### src/ascii_integer_parser_core_assert.svh
// Assertion macros for the ASCII integer parser.
`ifndef ASCII_INTEGER_PARSER_CORE_ASSERT_SVH
`define ASCII_INTEGER_PARSER_CORE_ASSERT_SVH
`ifndef NO_ASSERTIONS
`define AIP_ASSERT_IMP(lbl, ck, rs, ante, cons, msg) \
  lbl: assert property (@(posedge ck) disable iff (rs) (ante) |-> (cons)) else $error(msg);
`define AIP_ASSERT_NEXT(lbl, ck, rs, ante, cons, msg) \
  lbl: assert property (@(posedge ck) disable iff (rs) (ante) |=> (cons)) else $error(msg);
`else
`define AIP_ASSERT_IMP(lbl, ck, rs, ante, cons, msg)
`define AIP_ASSERT_NEXT(lbl, ck, rs, ante, cons, msg)
`endif
`endif

### src/aip_pkg.sv
// Shared types and constants of the ASCII integer parser.
`default_nettype none
package aip_pkg;

  localparam logic [7:0] CH_ZERO  = 8'h30;
  localparam logic [7:0] CH_NINE  = 8'h39;
  localparam logic [7:0] CH_LA    = 8'h61;
  localparam logic [7:0] CH_LF    = 8'h66;
  localparam logic [7:0] CH_UA    = 8'h41;
  localparam logic [7:0] CH_UF    = 8'h46;
  localparam logic [7:0] CH_LX    = 8'h78;
  localparam logic [7:0] CH_UX    = 8'h58;
  localparam logic [7:0] CH_QUOTE = 8'h27;
  localparam logic [7:0] CH_MINUS = 8'h2D;

  // low nibble of a-f / A-F plus this gives 10..15
  localparam logic [3:0] HEX_ALPHA_OFS = 4'd9;

  localparam logic [1:0] FORM_DEC  = 2'd0;
  localparam logic [1:0] FORM_HEX  = 2'd1;
  localparam logic [1:0] FORM_CHAR = 2'd2;
  localparam logic [1:0] FORM_RSVD = 2'd3;

  localparam int FIFO_DEPTH = 4;
  localparam int FIFO_AW    = 2;

  typedef struct packed {
    logic [7:0] chr;
    logic       first;
    logic       minus;
    logic       quote;
    logic       xchar;
    logic       dec;
    logic       hex;
    logic [3:0] digit;
  } aip_item_t;

endpackage
`default_nettype wire

### src/aip_front.sv
// Front end: accepts character beats and classifies them for the back end.
`default_nettype none
module aip_front (
  input  logic              in_valid,
  output logic              in_ready,
  input  logic [7:0]        character,
  input  logic              first_char,
  input  logic              fifo_full,
  output logic              push,
  output aip_pkg::aip_item_t item
);
  import aip_pkg::*;

  logic is_lower;
  logic is_upper;

  assign in_ready = !fifo_full;
  assign push     = in_valid && !fifo_full;

  always_comb begin
    is_lower   = (character >= CH_LA) && (character <= CH_LF);
    is_upper   = (character >= CH_UA) && (character <= CH_UF);
    item.chr   = character;
    item.first = first_char;
    item.minus = (character == CH_MINUS);
    item.quote = (character == CH_QUOTE);
    item.xchar = (character == CH_LX) || (character == CH_UX);
    item.dec   = (character >= CH_ZERO) && (character <= CH_NINE);
    item.hex   = item.dec || is_lower || is_upper;
    item.digit = item.dec ? character[3:0] : character[3:0] + HEX_ALPHA_OFS;
  end

endmodule
`default_nettype wire

### src/aip_fifo.sv
// Short queue of classified characters between front and back end.
`default_nettype none
module aip_fifo (
  input  logic               clk,
  input  logic               rst,
  input  logic               push,
  input  aip_pkg::aip_item_t wr_item,
  input  logic               pop,
  output aip_pkg::aip_item_t rd_item,
  output logic               full,
  output logic               empty
);
  import aip_pkg::*;

  aip_item_t             mem [FIFO_DEPTH];
  logic [FIFO_AW-1:0]    wr_ptr;
  logic [FIFO_AW-1:0]    rd_ptr;
  logic [FIFO_AW:0]      count;

  assign full    = (count == (FIFO_AW+1)'(FIFO_DEPTH));
  assign empty   = (count == '0);
  assign rd_item = mem[rd_ptr];

  always_ff @(posedge clk) begin
    if (push) begin
      mem[wr_ptr] <= wr_item;
    end
  end

  always_ff @(posedge clk) begin
    if (rst) begin
      wr_ptr <= '0;
      rd_ptr <= '0;
      count  <= '0;
    end else begin
      if (push) begin
        wr_ptr <= wr_ptr + 1'b1;
      end
      if (pop) begin
        rd_ptr <= rd_ptr + 1'b1;
      end
      case ({push, pop})
        2'b10:   count <= count + 1'b1;
        2'b01:   count <= count - 1'b1;
        default: count <= count;
      endcase
    end
  end

endmodule
`default_nettype wire

### src/aip_back.sv
// Back end: parse state machine, accumulator and output register.
`default_nettype none
module aip_back #(
  parameter int VALUE_BITS = 32
) (
  input  logic               clk,
  input  logic               rst,
  input  logic               fifo_empty,
  input  aip_pkg::aip_item_t item,
  output logic               pop,
  output logic               out_valid,
  input  logic               out_ready,
  output logic [31:0]        number,
  output logic [1:0]         number_form
);
  import aip_pkg::*;

  localparam int EXT_W = (VALUE_BITS > 32) ? VALUE_BITS : 32;

  typedef enum logic [6:0] {
    PH_IDLE  = 7'b0000001,
    PH_START = 7'b0000010,
    PH_LEAD  = 7'b0000100,
    PH_ZERO  = 7'b0001000,
    PH_HEX   = 7'b0010000,
    PH_DEC   = 7'b0100000,
    PH_QUOTE = 7'b1000000
  } phase_t;

  phase_t                phase, phase_next, ph;
  logic                  negative, negative_next;
  logic [VALUE_BITS-1:0] accumulator, accumulator_next, acc;
  logic                  emit;
  logic [VALUE_BITS-1:0] mag;
  logic [VALUE_BITS-1:0] sval;
  logic [EXT_W-1:0]      sext;
  logic [1:0]            form;
  logic [VALUE_BITS-1:0] digit_ext;

  // the output register is free or drains this cycle
  assign pop = !fifo_empty && (!out_valid || out_ready);

  // next-state logic: optional sign, leading byte, digit accumulation and result
  always_comb begin
    ph               = item.first ? PH_START : phase;
    negative_next    = item.first ? 1'b0 : negative;
    acc              = item.first ? '0 : accumulator;
    digit_ext        = VALUE_BITS'(item.digit);
    phase_next       = ph;
    accumulator_next = acc;
    emit             = 1'b0;
    mag              = '0;
    form             = FORM_DEC;
    unique case (ph)
      PH_START, PH_LEAD: begin
        if (ph == PH_START && item.minus) begin
          negative_next = 1'b1;
          phase_next    = PH_LEAD;
        end else if (item.dec && item.digit == 4'd0) begin
          accumulator_next = '0;
          phase_next       = PH_ZERO;
        end else if (item.quote) begin
          phase_next = PH_QUOTE;
        end else if (item.dec) begin
          accumulator_next = digit_ext;
          phase_next       = PH_DEC;
        end else begin
          emit = 1'b1;
        end
      end
      PH_ZERO: begin
        if (item.xchar) begin
          accumulator_next = '0;
          phase_next       = PH_HEX;
        end else if (item.dec) begin
          accumulator_next = digit_ext;
          phase_next       = PH_DEC;
        end else begin
          emit = 1'b1;
        end
      end
      PH_HEX: begin
        if (item.hex) begin
          accumulator_next = (acc << 4) + digit_ext;
        end else begin
          emit = 1'b1;
          mag  = acc;
          form = FORM_HEX;
        end
      end
      PH_DEC: begin
        if (item.dec) begin
          accumulator_next = (acc << 3) + (acc << 1) + digit_ext;
        end else begin
          emit = 1'b1;
          mag  = acc;
        end
      end
      PH_QUOTE: begin
        emit = 1'b1;
        mag  = VALUE_BITS'($signed(item.chr));
        form = FORM_CHAR;
      end
      default: begin
        phase_next = PH_IDLE;
      end
    endcase
    if (emit) begin
      phase_next = PH_IDLE;
    end
    sval = negative_next ? (VALUE_BITS'(0) - mag) : mag;
    sext = EXT_W'($signed(sval));
  end

  always_ff @(posedge clk) begin
    if (rst) begin
      phase       <= PH_IDLE;
      negative    <= 1'b0;
      accumulator <= '0;
      out_valid   <= 1'b0;
    end else begin
      if (pop) begin
        phase       <= phase_next;
        negative    <= negative_next;
        accumulator <= accumulator_next;
      end
      if (pop && emit) begin
        out_valid <= 1'b1;
      end else if (out_ready) begin
        out_valid <= 1'b0;
      end
    end
  end

  always_ff @(posedge clk) begin
    if (pop && emit) begin
      number      <= sext[31:0];
      number_form <= form;
    end
  end

endmodule
`default_nettype wire

### src/ascii_integer_parser_core.sv
// ASCII decimal / hex / character-literal integer parser, top level.
// Input stream: one text byte per beat in s_axis_tdata[7:0]; s_axis_tuser
//   is set on the first byte of a string and restarts the parse.
// Accepted syntax: optional '-', then "0x"/"0X" and hex digits, a quote and
//   one byte taken as signed 8-bit, or decimal digits. The first byte that
//   fits none of these ends the number; bytes after it are dropped until
//   the next first-byte flag.
// Output stream: one beat per finished number, value in tdata[31:0] (wraps
//   modulo 2^VALUE_BITS, sign-extended to 32 bits) and form in tdata[33:32]
//   (0 decimal, 1 hex, 2 character).
// Throughput: one byte per cycle while no result waits on m_axis_tready. The
//   terminating byte passes through the 4-entry queue, and the result is then
//   held in the output register. The per-byte update is made of shifts and adds.
// Reset (rst, synchronous): empties the queue, parser goes idle.
// Stall: while a result waits on m_axis_tready the back end holds, the
//   queue fills, and s_axis_tready drops once it holds four bytes.
`default_nettype none
`include "ascii_integer_parser_core_assert.svh"
module ascii_integer_parser_core #(
  parameter int VALUE_BITS = 32
) (
  input  logic        clk,
  input  logic        rst,
  input  logic        s_axis_tvalid,
  output logic        s_axis_tready,
  input  logic [7:0]  s_axis_tdata,   // [7:0] character
  input  logic        s_axis_tuser,   // [0] first_char
  output logic        m_axis_tvalid,
  input  logic        m_axis_tready,
  output logic [39:0] m_axis_tdata    // [31:0] number, [33:32] number_form, rest zero
);
  import aip_pkg::*;

  aip_item_t   front_item;
  aip_item_t   back_item;
  logic        fifo_push;
  logic        fifo_pop;
  logic        fifo_full;
  logic        fifo_empty;
  logic [31:0] number;
  logic [1:0]  number_form;

  aip_front u_front (
    .in_valid   (s_axis_tvalid),
    .in_ready   (s_axis_tready),
    .character  (s_axis_tdata),
    .first_char (s_axis_tuser),
    .fifo_full  (fifo_full),
    .push       (fifo_push),
    .item       (front_item)
  );

  aip_fifo u_fifo (
    .clk     (clk),
    .rst     (rst),
    .push    (fifo_push),
    .wr_item (front_item),
    .pop     (fifo_pop),
    .rd_item (back_item),
    .full    (fifo_full),
    .empty   (fifo_empty)
  );

  aip_back #(
    .VALUE_BITS (VALUE_BITS)
  ) u_back (
    .clk         (clk),
    .rst         (rst),
    .fifo_empty  (fifo_empty),
    .item        (back_item),
    .pop         (fifo_pop),
    .out_valid   (m_axis_tvalid),
    .out_ready   (m_axis_tready),
    .number      (number),
    .number_form (number_form)
  );

  assign m_axis_tdata = {6'd0, number_form, number};

  `AIP_ASSERT_IMP(a_no_overwrite, clk, rst, fifo_pop && m_axis_tvalid, m_axis_tready, "result overwritten while stalled")
  `AIP_ASSERT_IMP(a_pop_nonempty, clk, rst, fifo_pop, !fifo_empty, "pop from empty queue")
  `AIP_ASSERT_NEXT(a_empty_holds, clk, rst, fifo_empty && !fifo_push, fifo_empty, "queue filled without a push")
  `AIP_ASSERT_IMP(a_form_valid, clk, rst, m_axis_tvalid, m_axis_tdata[33:32] != FORM_RSVD, "reserved number form")

endmodule
`default_nettype wire
### config.mk
export PLATFORM = sky130hd
export DESIGN_NAME = ascii_integer_parser_core
export DESIGN_NICKNAME = d
export VERILOG_FILES = /design/src/aip_pkg.sv /design/src/aip_front.sv /design/src/aip_fifo.sv /design/src/aip_back.sv /design/src/ascii_integer_parser_core.sv
export VERILOG_INCLUDE_DIRS = /design/src /design/src/src
export SDC_FILE = /design/constraint.sdc
export NUM_CORES = 1
export LEC_CHECK = 0
export BUFFER_PORTS_ARGS = -buffer_cell sky130_fd_sc_hd__buf_2
export CAP_MARGIN = 20
export CORE_AREA = 5 5 133 147
export CTS_CLUSTER_DIAMETER = 150
export DETAILED_ROUTE_END_ITERATION = 8
export DIE_AREA = 0 0 138 152
export GPL_ROUTABILITY_DRIVEN = 1
export PLACE_DENSITY = 0.76
export SLEW_MARGIN = 20
export SYNTH_ARGS = -nofsm -noshare
export SYNTH_HDL_FRONTEND = slang
export SYNTH_HIERARCHICAL = 1
export SYNTH_SLANG_ARGS = --single-unit
export TNS_END_PERCENT = 5
### constraint.sdc
create_clock -name clk -period 5.8 [get_ports clk]
set_input_delay 0.87 -clock clk [delete_from_list [all_inputs] [get_ports clk]]
set_output_delay 0.87 -clock clk [all_outputs]
set_load 0.03 [all_outputs]
==> Yosys cells after proc, flatten, opt, wreduce, memory -nomap -nowiden <==
Memories as Yosys holds them, arrays and structs flattened. A register that Yosys moved wholly into a read port is not among the register bits.
Index checks and enable logic that the tools add are counted.
{ "word_totals": {"register_bits": 82, "mem_bits_rw": 72, "output_inout_bits": 42, "n_memories": 1} }
{ "mem_list": {"columns": ["name", "depth", "word_bits", "rd", "rd_clocked_by_memory_dff", "write_ports", "line", "text"], "rows": [
  ["u_fifo.mem", 4, 18, 1, 1, 1, "aip_fifo.sv:15", "aip_item_t mem [FIFO_DEPTH];"]
]} }
{ "op_classes": {"n_addsub": 9, "n_lt_le_gt_ge": 6, "n_eq_ne": 13, "mux": 41, "reduce_logical": 21} }
{ "ops": {"columns": ["cell", "count"], "rows": [
  ["32-bit 2-to-1 mux", 11],
  ["32-bit case mux with 4 select lines", 1],
  ["32-bit case mux with 3 select lines", 1],
  ["32-bit by 4-bit adder with 32-bit output", 2],
  ["7-bit 2-to-1 mux", 7],
  ["32-bit adder", 1],
  ["1-bit by 32-bit subtractor with 32-bit output, first input constant", 1],
  ["7-bit case mux with 3 select lines", 1],
  ["8-bit by 6-bit == test with 1-bit output, second input constant", 2],
  ["8-bit by 7-bit == test with 1-bit output, second input constant", 2],
  ["8-bit by 7-bit >= comparator with 1-bit output, second input constant", 2],
  ["8-bit by 7-bit <= comparator with 1-bit output, second input constant", 2],
  ["1-bit 2-to-1 mux", 14],
  ["8-bit by 6-bit >= comparator with 1-bit output, second input constant", 1],
  ["8-bit by 6-bit <= comparator with 1-bit output, second input constant", 1],
  ["1-bit logical AND", 8],
  ["7-bit by 2-bit == test with 1-bit output, second input constant", 1],
  ["7-bit by 3-bit == test with 1-bit output, second input constant", 1],
  ["7-bit by 4-bit == test with 1-bit output, second input constant", 1],
  ["7-bit by 5-bit == test with 1-bit output, second input constant", 1],
  ["7-bit by 6-bit == test with 1-bit output, second input constant", 1],
  ["7-bit == test, second input constant", 1],
  ["3-bit case mux with 2 select lines", 1],
  ["1-bit case mux with 5 select lines", 1],
  ["other kinds (17)", 25]
]} }

==> Depth between registers and ports, before layout <==
{ "logic_depth": {"ltp_word": 7, "depth_mapped": 20} }

==> Hierarchy <==
The synthesis kept the hierarchy.
{ "by_module_without_submodules": {"columns": ["mod", "instances", "cells_per_inst", "area_each_um2", "seq_area_each_um2"], "rows": [
  ["aip_back", 1, 868, 6865.3, 1841.8],
  ["aip_fifo", 1, 141, 3072.9, 2342.2],
  ["aip_front", 1, 44, 361.6, 0.0],
  ["ascii_integer_parser_core", 1, 7, 48.8, 0.0]
]} }

==> Least setup slack after synthesis <==
OpenSTA, ideal clock, no wires.
{ "synth_timing": {"path_kind": "reg2reg", "start": "reg with a tool-made name", "end": "reg u_back.accumulator[27]", "setup_time_ns": 0.132, "t_arrival_ns": 4.499, "required_time_ns": 5.668, "path_slack_ns": 1.169, "path_stages_with_launch": 20, "path_buffers": 6, "synth_period_minus_slack_ns": 4.631, "cell_sequence": "dfxtp_1 > buf_6 > buf_12 > mux4_2 > buf_4 > buf_2 > buf_2 > clkbuf_1 > nor2b_1 > xor2_1 > ha_1 > ha_1 > a211oi_1 > o21bai_1 > a2111oi_0 > o311ai_1 > a31oi_1 > xnor2_1 > a21oi_1 > nor3_1"} }
{ "synth_lines": {"columns": ["element", "line", "text"], "rows": [
  ["end signal, assigned", "aip_back.sv:125", "accumulator <= accumulator_next;"],
  ["end, declared", "aip_back.sv:32", "logic [VALUE_BITS-1:0] accumulator, accumulator_next, acc;"]
]} }

==> results.cfg <==
[run_status]
outcome = complete, but fails checks
violations = DRC

[die]
pin_count = 55
start_util_pct = 57.21
coreArea_um2 = 18090
rows = 52
die_w_um = 138
die-area_um2 = 20980
fp.dieH_um = 152

[sta]
fin_crit_ns = 4.667
fin_skew_ns = 0.01257
fin_crit_sh_pct = 80.47
fin_setup_tns_ns = 0
finalHoldViolations = 0
final_max_slew_viol_count = 0
worstMarginPinSlew_ns = 1.009
rsz0062_at_grt = false
setup_viol = 0
relSlewSlack_pct = 32.48
max_freq_mhz = 214.3
fin_ws_ns = 1.133

[final_layout]
diodes = 0
area_growth_pct = 8.681
drive_gt1_share_pct = 12.39
utilization_pct = 62.18
postLayoutCellArea_um2 = 11250
fillers = 1523
nNetsFinal = 1160

[setup_path]
required_ns = 6.15
crit_top_cell = ha_1
cp.arrival_ns = 5.02
cpPeakStageDelay_ns = 0.65
cp-end-kind = flip-flop
path_max_fanout = 26
cp-start-kind = flip-flop
slowest_stage = a2111oi_0
crit_chain = buf_4, mux4_2, nor2b_1, xor2_1, ha_1, ha_1, a211oi_1, o21bai_1, a2111oi_0, o311ai_1, a31oi_1, xnor2_1, a21oi_1, nor3_1
crit_type = flip-flop to flip-flop

[route]
via_per_inst = 6.389
dr.pass1.iters = 9
wl_um = 26890
drtAntennaViolNets = 0
initialDrtViolationCount = 693
wire_per_inst_um = 20.17
via_count = 8517
drc_errors = 1

[synth]
netlist-cell-type-count = 88
synth_ff_type = edfxtp_1
synth_edf_count = 106
synth-async-reset-ratio_pct = 0
synth_area_leader_cell = edfxtp_1
yosysTopAreaCellShare_pct = 30.76
synthCells = 1060
yosys_warnings = 6
syn_area_per_cell_um2 = 9.763
synth_seq_area_share_pct = 40.43
netlist_area_um2 = 10350
yosys_register_bits = 156
ys_top_cells_by_area = edfxtp_1 (31%), dfxtp_1 (9.7%), ha_1 (8.2%), a21oi_1 (4.4%), nor2_1 (3.7%)

[global_routing]
grt_pass1_vias = 8487
antenna_found_initial = 0
grt_pass1_wl_um = 42390
grt_max_degree = 55
grt.overflow.total = 0
grt_usage_pct = 24.77

[clock_tree]
clkLatencyLatePin_ns = 0.43
cts_tree = done
cts_resized = 0
clockBufferDepth = 2
ctsHoldBuffers = 0
cts_setup_buffers = 0
cts_buffers = 17
root_buffer = clkbuf_16
clk_pin_slew_worst_paths_ns = 0.07
htree_levels = 4
cts.sink_count = 156

[power]
intPower_uw = 2840
comb_power_share_pct = 49.8
swShare_pct = 44.41
powerDensity_nw_per_um2 = 454.3
clkPwrFrac_pct = 20.8
power_leakage_uw = 0.004359
ir_drop_mv = 0.2852
p_seq_share_pct = 29.4
p_switching_uw = 2269

[place]
dpl-instance-area_um2 = 10680
pre_cts_slack_ns = 1.204
port-buffer-count = 48
dp_hpwl_um = 19020
globalplace.congestion = 0.9301

[worst_hold_path]
min_path_type = flip-flop to flip-flop

[run]
drv_cap = 0
==> synth_stat cells (7+ instances only) <==
cell type	count
nand3_1	18
o211ai_1	11
a21o_1	16
edfxtp_1	106
a21oi_1	91
a211oi_1	7
nand2b_1	10
a22oi_1	13
nand2_1	73
ha_1	68
a31oi_1	18
o21a_1	8
a221o_1	15
o21ai_1	36
mux4_2	10
nor2b_1	29
xnor2_1	27
clkbuf_1	42
nor2_1	101
buf_4	16
nor3_1	35
o21ai_0	28
xor2_1	21
buf_2	12
and2_1	12
and3_1	8
o21bai_1	8
a221oi_1	8
mux4_1	8
inv_1	28
nor4_1	8
or3_1	7
dfxtp_1	50
==> sequential cells by signal, indices dropped and copies added (netlist names), named ones only <==
register,flops
u_back/accumulator,32
u_back/negative,1
u_back/number,32
u_back/number_form,2
u_back/out_valid,1
u_back/phase,7
u_fifo/count,3
u_fifo/mem,72
u_fifo/rd_ptr,2
u_fifo/wr_ptr,2
==> cell type report <==
| class | count | area, µm² | area share (%) |
|---|---|---|---|
| clock buffers | 18 | 429.2 | 3.816 |
| clock inverters | 14 | 126.4 | 1.124 |
| inverters | 32 | 120.1 | 1.068 |
| multi-input cells | 801 | 5685 | 50.55 |
| flip-flops and latches | 156 | 4184 | 37.20 |
| well taps | 243 | 304.0 | 2.703 |
| repair buffers | 69 | 397.9 | 3.538 |
==> final timing paths <==
| path | to | from | slack, ns | cells past startpoint |
|---|---|---|---|---|
| max | u_back/accumulator[27] | flip-flop | 1.13 | 14 |
| min | u_back/accumulator[27] | u_back/accumulator[27] | 0.50 | 2 |
| max reg2reg | u_back/accumulator[27] | flip-flop | 1.13 | 14 |
| min reg2reg | u_back/accumulator[27] | u_back/accumulator[27] | 0.50 | 2 |
==> cell families (layout without fill, tap and decap cells) <==
group,after synthesis,in the layout,share of synthesized area (%)
adders and majority gates,70,70,8.608
AOI/OAI and AO/OA,320,320,20.76
xor gates and xnor gates,48,48,4.062
other,1,6,0.03624
muxes,21,21,4.546
DFF,156,156,40.43
and+or+nand+nor,336,336,16.50
buffers and inverters,108,133,5.054
==> metal layers <==
layer / up-vias / global-route usage [%] / part of all wire [%] / wire length [µm]
met4: 0 / 13.60 / 4.6 / 1246
met3: 90 / 3.647 / 5.0 / 1349
met1: 4056 / 26.89 / 37 / 10080
met2: 362 / 46.00 / 53 / 14220
met5: - / 0 / 0 / 0
li1: 4009 / - / - / -
==> power by group through the flow <==
stage,registers [µW],logic [µW],clock network (µW)
3_5_place_dp,1520,2470,0
4_1_cts,1500,2490,1070
2_1_floorplan,1520,1880,0
6_report,1500,2540,1060
5_1_grt,1520,2760,1130
3_3_place_gp,1510,2430,0
==> stage by stage <==
step	instances	power, µW	hold slack, ns
4_1_cts	1333	5060	0.4992
5_1_grt	1333	5405	0.5274
2_1_floorplan	1065	3397	0.4669
3_5_place_dp	1301	3992	0.4881
6_report	1333	5109	0.5025
3_3_place_gp	1301	3948	0.4832
==> critical path: cells and delay by family, from the launching register on <==
kind	cells	cell delay (ns)
adders and majority gates	2	0.62
DFF	1	0.31
muxes	1	0.63
AOI/OAI and AO/OA	6	1.79
and+or+nand+nor	2	0.64
xor gates and xnor gates	2	0.36
buffers and inverters	1	0.25
==> cell usage in the layout (no fill, tap or decap), types with 21 or more instances in the layout <==
master / n
o21ai_1: 36
nor2_1: 101
xor2_1: 21
xnor2_1: 27
inv_1: 28
nand2_1: 73
o21ai_0: 28
buf_4: 21
nor3_1: 35
edfxtp_1: 106
ha_1: 68
a21oi_1: 91
buf_2: 48
nor2b_1: 29
dfxtp_1: 50
Note: power is estimated with default switching activity, not from simulation.
